File: src/rtl/batch_norm_channel_affine_assert.svh
// Assertion macros for the file that checks its own behavior.
`ifndef BATCH_NORM_CHANNEL_AFFINE_ASSERT_SVH
`define BATCH_NORM_CHANNEL_AFFINE_ASSERT_SVH

// Same-cycle implication, disabled while reset is held.
`define BNCA_ASSERT_SAME(lbl, ante, cons, msg) \
  lbl: assert property (@(posedge clk) disable iff (!rst_n) (ante) |-> (cons)) else $error(msg);

// Next-cycle implication, disabled while reset is held.
`define BNCA_ASSERT_NEXT(lbl, ante, cons, msg) \
  lbl: assert property (@(posedge clk) disable iff (!rst_n) (ante) |=> (cons)) else $error(msg);

`endif

File: src/rtl/bnca_pkg.sv
package bnca_pkg;

  localparam int MAX_CHANNELS_DEF = 256;
  localparam int VALUE_BITS       = 32;
  localparam int SQRT_STEPS       = 24;
  localparam int DIV_STEPS        = 49;
  localparam int RAM_WIDTH        = 99;

  typedef enum logic [1:0] {
    CFG_PLANE_SIZE    = 2'd0,
    CFG_CHANNEL_COUNT = 2'd1,
    CFG_EPSILON       = 2'd2
  } cfg_idx_t;

  // Commands from the controller to the datapath.
  typedef struct packed {
    logic capture;
    logic ram_rd;
    logic sqrt_step;
    logic div_init;
    logic div_step;
    logic ram_we;
    logic diff;
    logic mul_lo;
    logic mul_hi;
    logic mul_acc;
    logic round;
    logic out_load;
  } cmd_t;

  // Status from the datapath to the controller.
  typedef struct packed {
    logic ld_ok;
    logic out_full;
  } sts_t;

endpackage

File: src/rtl/bnca_ctrl.sv
module bnca_ctrl import bnca_pkg::*; (
  input  logic clk,
  input  logic rst_n,
  input  logic in_valid,
  input  logic in_kind,
  output logic in_stall,
  input  sts_t sts,
  output cmd_t cmd
);

  typedef enum logic [3:0] {
    ST_IDLE, ST_SQRT, ST_DINIT, ST_DIV, ST_WR,
    ST_RD, ST_M0, ST_M1, ST_M2, ST_RND, ST_OUT
  } state_t;

  state_t     state_r, state_nxt;
  logic [5:0] cnt_r, cnt_nxt;

  assign in_stall = (state_r != ST_IDLE);

  always_comb begin
    cmd       = '0;
    state_nxt = state_r;
    cnt_nxt   = cnt_r;
    case (state_r)
      ST_IDLE: begin
        if (in_valid) begin
          cmd.capture = 1'b1;
          cnt_nxt     = '0;
          if (in_kind) begin
            cmd.ram_rd = 1'b1;
            state_nxt  = ST_RD;
          end else if (sts.ld_ok) begin
            state_nxt = ST_SQRT;
          end
        end
      end
      ST_SQRT: begin
        cmd.sqrt_step = 1'b1;
        cnt_nxt       = cnt_r + 6'd1;
        if (cnt_r == 6'(SQRT_STEPS - 1)) begin
          state_nxt = ST_DINIT;
        end
      end
      ST_DINIT: begin
        cmd.div_init = 1'b1;
        cnt_nxt      = '0;
        state_nxt    = ST_DIV;
      end
      ST_DIV: begin
        cmd.div_step = 1'b1;
        cnt_nxt      = cnt_r + 6'd1;
        if (cnt_r == 6'(DIV_STEPS - 1)) begin
          state_nxt = ST_WR;
        end
      end
      ST_WR: begin
        cmd.ram_we = 1'b1;
        state_nxt  = ST_IDLE;
      end
      ST_RD: begin
        cmd.diff  = 1'b1;
        state_nxt = ST_M0;
      end
      ST_M0: begin
        cmd.mul_lo = 1'b1;
        state_nxt  = ST_M1;
      end
      ST_M1: begin
        cmd.mul_hi = 1'b1;
        state_nxt  = ST_M2;
      end
      ST_M2: begin
        cmd.mul_acc = 1'b1;
        state_nxt   = ST_RND;
      end
      ST_RND: begin
        cmd.round = 1'b1;
        state_nxt = ST_OUT;
      end
      ST_OUT: begin
        if (!sts.out_full) begin
          cmd.out_load = 1'b1;
          state_nxt    = ST_IDLE;
        end
      end
      default: begin
        state_nxt = ST_IDLE;
      end
    endcase
  end

  always_ff @(posedge clk) begin
    if (!rst_n) begin
      state_r <= ST_IDLE;
      cnt_r   <= '0;
    end else begin
      state_r <= state_nxt;
      cnt_r   <= cnt_nxt;
    end
  end

endmodule

File: config.mk
export PLATFORM = sky130hd
export DESIGN_NAME = bnca_ctrl
export DESIGN_NICKNAME = d
export VERILOG_FILES = /design/src/rtl/batch_norm_channel_affine_assert.svh /design/src/rtl/bnca_pkg.sv /design/src/rtl/bnca_ctrl.sv
export SDC_FILE = /design/constraint.sdc
export NUM_CORES = 1
export LEC_CHECK = 0
export ABC_AREA = 1
export BUFFER_PORTS_ARGS = -buffer_cell sky130_fd_sc_hd__buf_2
export CAP_MARGIN = 20
export CORE_MARGIN = 4
export CORE_UTILIZATION = 50
export CTS_CLUSTER_SIZE = 24
export DETAILED_ROUTE_END_ITERATION = 7
export PLACE_DENSITY = 0.77
export SYNTH_ARGS = -nofsm -noshare
export SYNTH_HDL_FRONTEND = slang
export SYNTH_SLANG_ARGS = --single-unit
File: constraint.sdc
create_clock -name clk -period 1.4 [get_ports clk]
set_input_delay 0.07 -clock clk [delete_from_list [all_inputs] [get_ports clk]]
set_output_delay 0.07 -clock clk [all_outputs]
set_load 0.05 [all_outputs]
==> reports/qor.csv, run 1 <==
stage;metric;value;unit
critical_path;crit path DAT;1.50;ns
critical_path;Max Fanout on Critical Path;5;
yosys;Syn Nets;121;
clock_network;Max H-tree Level;1;
clock_network;clock-pin slew on the worst setup and hold paths;0.06;ns
sta;max frequency;743;MHz
clock_network;clk_lat worst skew;0.26;ns
sta;Fin. Hold Viols;0;
clock_network;CTS root buf;clkbuf_4;
layout;FILL cells;90;
layout;Post-Route Utilization;78.5;%
layout;Finished Cell Area;1020;um2
power_and_ir_drop;leakage;0.481;nW
grt;Tot GR Track Use;20.7;%
drt;DRT antenna net count;0;
die;die area;2060;um2
critical_path;nature of the critical path startpoint;flip-flop;
layout;most common cell after layout, fill and taps aside;inv_1;
grt;Top Usage Layer GRT;met2;
grt;M2 GR Usage;31.4;%
job;max-cap viol count;0;
critical_path;Crit path largest cell delay;0.37;ns
yosys;XOR/XNOR Fraction of Synth Area;1.26;%
yosys;Syn. warnings;0;
power_and_ir_drop;Switching Fraction;53.0;%
die;row count;13;
clock_network;Longest Clk Path Bufs;2;
layout;most frequent cells in the layout;inv_1, nand2_1, nor2_1, buf_4, a21oi_1;
min_path;Worst Hold Class;in2reg;
sta;Final min period;1.35;ns
drt;drc violations;0;
critical_path;Crit. End Element;flip-flop;
yosys;adder-cell area share of the yosys netlist;3.59;%
drt;first-pass iteration count of the detailed router;4;
layout;fin nets;148;
power_and_ir_drop;pwr dens;1850;nW/um2
grt;gr ovfl total;0;
clock_network;CTS tree;yes;
drt;drt total wl;1.90;mm
power_and_ir_drop;internal power consumption;0.000889;W
sta;Relative slew margins;84.3;%
grt;M3 GR Usage;3.98;%
die;Die H;45.3;um
power_and_ir_drop;clock network fraction of total power;13.6;%
layout;share of layout cells above drive strength 1;43.9;%
die;starting density of the core;53.6;%
yosys;post-synthesis simple-gate area fraction;39.5;%
critical_path;critical path type;reg2reg;
layout;fin cells;154;
critical_path;CP Buf/Inv Count;0;
yosys;sequential area share after synthesis;28.7;%
clock_network;clock sink total;10;
yosys;synthesized netlist cell count;113;
sta;Final Setup Violations;0;
place;placed instance count;149;
power_and_ir_drop;Max rail drop VDD;1.06;mV
yosys;Synth cell types;20;
sta;hold slack final;0.0715;ns
critical_path;top cell family by delay on the critical path;simple AND/OR/NAND/NOR gates;
die;# IOs;19;
layout;antenna cell count;0;
power_and_ir_drop;Seq pwr share;23.3;%
grt;met1 GRT Util;28.5;%
grt;first-pass GRT wire length;3.13;mm
place;DP Area;866;um2
layout;Area Overhead vs Synth;46.5;%
power_and_ir_drop;NetSw;0.00100;W
drt;vias after detailed routing;822;
yosys;Compound-Gate Fraction of Synth Area;15.1;%
sta;worst-margin pin slew;0.236;ns
yosys;Synth Register Bits;10;
place;Port Buf Inserts;18;
critical_path;WP data required;1.55;ns
drt;WL/cell;12.3;um
sta;fin. max-slew vios;0;
yosys;main combinational cell family by area after synthesis;simple AND/OR/NAND/NOR gates;
sta;RSZ-0062 raised after global routing;yes;
sta;Worst Clk Skew;0.00918;ns
grt;largest net degree at the start of global routing;7;
power_and_ir_drop;Combinational Power Share;63.1;%
place;GPL Wtd Cong;0.918;
outcome;status;complete, no violations;
clock_network;CTS buffer count;3;
critical_path;CP max stage cell;dfxtp_1;
yosys;synthesized cell area;697;um2
grt;number of global-route vias before repair;728;
die;Core Box Area;1300;um2
place;dpl hpwl;1.44;mm
die;Die X-Extent;45.3;um
grt;initial antenna violation count;0;
yosys;syn avg cell area;6.17;um2
sta;fin crit share;96.2;%
drt;via/cell ratio;5.34;
drt;DR iter-0 viols;26;
yosys;post-synthesis mux area share;0;%
critical_path;crit-path cells;nor2_4, nand3_1, nor2_1, nor2_4, nand2_2, nand2_1, nand2_1, nor2_1;
[repair_timing]
item | 4_1_cts | 5_1_grt
hold buffers | 0 | 0
resized for setup | 15 | 26
endpoints found under the setup margin | 10 | 15
pin swaps | 0 | 1
hold endpoints to repair | 0 | 0
setup buffers | 0 | 1
cloned | 0 | 0
[synth_stat cells]
master   instances  area [um2]
nor2_1          20        75.1
inv_1           19        71.3
nand2_1         17        63.8
dfxtp_1         10         200
a21oi_1          8        40.0
nand3_1          6        30.0
nor2_2           6        37.5
nor3_1           6        30.0
o21ai_0          4        20.0
inv_2            3        11.3
a21oi_2          2        17.5
ha_1             2        25.0
nand2_2          2        12.5
nand3_2          2        20.0
a22oi_1          1        7.51
nand4_1          1        6.26
o21ai_1          1        5.00
o21ai_2          1        8.76
o22ai_1          1        6.26
xor2_1           1        8.76
[sequential cells by signal, indices dropped and copies added (netlist names)]
register  count
state_r       4
cnt_r         6
[metrics by stage]
stage          power (W)  setup slack (ns)  setup TNS [ns]
2_1_floorplan    0.00122            -0.112          -0.237
3_3_place_gp     0.00144            0.0699               0
3_5_place_dp     0.00145            0.0480               0
4_1_cts          0.00175          0.000186               0
5_1_grt          0.00205           -0.0455         -0.0789
6_report         0.00189            0.0538               0
[worst reg2reg max path, stage by stage, from the launching register on]
cell     delay, ns
dfxtp_1       0.37
nor2_4        0.19
nand3_1       0.15
nor2_1        0.22
nor2_4        0.08
nand2_2       0.08
nand2_1       0.06
nand2_1       0.06
nor2_1        0.04
[worst paths after layout]
path,to,start,cells past startpoint,slack [ns]
max,state_r[1],state_r[2],8,0.05
min,state_r[0],rst_n,3,0.07
max reg2reg,state_r[1],state_r[2],8,0.05
min reg2reg,cnt_r[0],cnt_r[0],1,0.47
[area by class of cell]
type	instances	area, um2	area share [%]
inverters	22	85.1	8.33
clock buffers	4	36.3	3.55
well taps	15	18.8	1.84
repair buffers	22	173	16.9
flip-flops and latches	10	211	20.7
multi-input cells	81	497	48.7
[power by group through the flow]
stage                     clock network (W)  logic (W)  registers, W
after floorplan                           0   0.000824      0.000396
after global placement                    0    0.00104      0.000401
after detailed placement                  0    0.00104      0.000404
after CTS                          0.000264    0.00108      0.000407
after global routing               0.000282    0.00131      0.000450
final                              0.000258    0.00119      0.000441
[logic make-up (layout without fill, tap and decap cells)]
group	Yosys count	in the layout
simple gates	60	60
buf+inv	22	48
compound gates	18	18
flops	10	10
fa+ha+maj	2	2
xor+xnor	1	1
[layer usage]
layer	routed length (um)	up-vias
met3	143	4
met5	0	-
met1	855	366
met2	873	40
met4	28	0
li1	-	412
(Power assumes the default switching activity.)
==> run 2, diff against run 1 <==
==> constraint.sdc (replaced) <==
create_clock -name clk -period 1.4 [get_ports clk]
set_input_delay 0.21 -clock clk [delete_from_list [all_inputs] [get_ports clk]]
set_output_delay 0.21 -clock clk [all_outputs]
set_load 0.05 [all_outputs]
==> reports/qor.csv, run 2 (synthesis results as in run 1) <==
stage;metric;value;unit;change
clock_network;CTS buffer count;3;;unchanged
place;pre-CTS setup slack;0.00432;ns;-0.0436 ns
power_and_ir_drop;leakage;0.564;nW;+17%
layout;fin nets;158;;+6.8%
layout;antenna cell count;0;;unchanged
die;Die X-Extent;45.3;um;unchanged
job;max-cap viol count;0;;unchanged
clock_network;clk_lat worst skew;0.27;ns;about the same
drt;vias after detailed routing;1021;;+24%
sta;Final Worst Setup Slack;-0.112;ns;-0.166 ns
die;Core Box Area;1300;um2;unchanged
grt;first-pass GRT wire length;4.22;mm;+35%
critical_path;crit-path cells;nor2_4, nand2_4, nor3_4, buf_6;;
min_path;Worst Hold Class;in2reg;;
drt;DRT antenna net count;0;;unchanged
drt;drc violations;0;;unchanged
die;die area;2060;um2;unchanged
layout;most common cell after layout, fill and taps aside;inv_1;;
clock_network;CTS root buf;clkbuf_4;;
critical_path;Crit path largest cell delay;0.38;ns;about the same
clock_network;CTS tree;yes;;
critical_path;critical path type;reg2out;;
critical_path;WP data required;1.19;ns;-0.36 ns
grt;largest net degree at the start of global routing;7;;unchanged
die;# IOs;19;;unchanged
sta;Relative slew margins;77.1;%;-7.1 points
layout;Finished Cell Area;1210;um2;+19%
drt;via/cell ratio;6.23;;+17%
place;dpl hpwl;1.39;mm;-3.4%
critical_path;crit path DAT;1.30;ns;-0.20 ns
grt;Tot GR Track Use;29.3;%;+8.6 points
die;Die H;45.3;um;unchanged
sta;RSZ-0062 raised after global routing;yes;;
drt;drt total wl;3.28;mm;+72%
layout;Area Overhead vs Synth;74.3;%;
place;Port Buf Inserts;18;;unchanged
drt;WL/cell;20.0;um;+62%
critical_path;nature of the critical path startpoint;flip-flop;;
sta;Final min period;1.51;ns;+0.166 ns
sta;Final Setup Violations;17;;+17
sta;Fin. Hold Viols;0;;unchanged
grt;gr ovfl total;0;;unchanged
layout;Largest regs;cnt_r (6), state_r (4);;
clock_network;Longest Clk Path Bufs;2;;unchanged
clock_network;Max H-tree Level;1;;unchanged
power_and_ir_drop;Max rail drop VDD;1.17;mV;+11%
critical_path;CP max stage cell;dfxtp_4;;
sta;fin crit share;108;%;+12 points
outcome;failing checks;negative setup slack;;
outcome;status;finished with violations;;
sta;max frequency;661;MHz;-11%
layout;Top reg by flops;cnt_r;;
clock_network;Hold Buf Count CTS;0;;unchanged
die;starting density of the core;53.6;%;unchanged
die;row count;13;;unchanged
critical_path;Crit. End Element;primary output;;
sta;worst-margin pin slew;0.340;ns;+0.104 ns
clock_network;clock sink total;10;;unchanged
drt;first-pass iteration count of the detailed router;4;;unchanged
critical_path;Max Fanout on Critical Path;5;;unchanged
layout;Largest register FFs;6;;unchanged
grt;number of global-route vias before repair;859;;+18%
drt;DR iter-0 viols;105;;+300%
layout;share of layout cells above drive strength 1;51.7;%;+7.8 points
place;GPL Wtd Cong;0.842;;-8.2%
power_and_ir_drop;pwr dens;1940;nW/um2;+4.7%
layout;most frequent cells in the layout;inv_1, nand2_1, buf_4, nor2_4;;
sta;fin. max-slew vios;0;;unchanged
sta;Worst Clk Skew;0.00141;ns;-0.00778 ns
power_and_ir_drop;total power;0.00236;W;+25%
place;DP Area;860;um2;-0.72%
clock_network;clock-pin slew on the worst setup and hold paths;0.07;ns;about the same
grt;initial antenna violation count;0;;unchanged
run 2: cell count changes in the layout (fill, tap and decap cells not counted), sizes merged:
cell / delta
buf: +10
run 2: final timing paths:
| check | startpoint | end | slack (ns) | cells past startpoint |
|---|---|---|---|---|
| max | state_r[1] | cmd[10] | -0.11 | 4 |
| min | rst_n | state_r[0] | 0.20 | 3 |
| max reg2reg | state_r[3] | cnt_r[4] | -0.08 | 6 |
| min reg2reg | cnt_r[0] | cnt_r[0] | 0.46 | 1 |
run 2: where the power goes:
part / total [W] / internal [W] / switching, W
registers: 0.000454 / 0.000353 / 0.000102
logic: 0.00164 / 0.000561 / 0.00108
clock network: 0.000265 / 0.000158 / 0.000106
run 2: cell type report:
class / instances / area [um2]
clock buffers: 4 / 36.3
fillers: 44 / 86.3
inverters: 22 / 97.6
multi-input cells: 81 / 556
flip-flops and latches: 10 / 218
well taps: 15 / 18.8
repair buffers: 32 / 289
run 2: critical path: cells and delay by family, from the launching register on:
family / cells / cell delay (ns)
buf+inv: 1 / 0.19
simple gates: 3 / 0.45
flops: 1 / 0.38
run 2: per-layer routing:
| layer | vias to the layer above | track usage (%) | part of all wire, % |
|---|---|---|---|
| met2 | 105 | 50.0 | 44 |
| li1 | 434 | - | - |
| met5 | - | 0 | 0 |
| met3 | 23 | 5.18 | 12 |
| met4 | 0 | 11.7 | 5.5 |
| met1 | 459 | 35.9 | 38 |
run 2: what timing repair did:
| item | CTS | global route |
|---|---|---|
| setup endpoints to repair | 13 | 17 |
| endpoints found under the hold margin | 0 | 0 |
| cloned | 0 | 0 |
| setup buffers | 11 | 2 |
| pin swaps | 9 | 4 |
| resized for setup | 51 | 17 |
run 2: metrics by stage:
| stage | TNS [ns] | hold slack, ns | instances | utilization [%] |
|---|---|---|---|---|
| 2_1_floorplan | -0.593 | 0.323 | 113 | - |
| 3_3_place_gp | 0 | 0.476 | 147 | 66.1 |
| 3_5_place_dp | 0 | 0.482 | 147 | 66.1 |
| 4_1_cts | -0.0631 | 0.195 | 162 | 88.1 |
| 5_1_grt | -1.65 | 0.207 | 164 | 93.4 |
| 6_report | -1.03 | 0.201 | 164 | 93.4 |
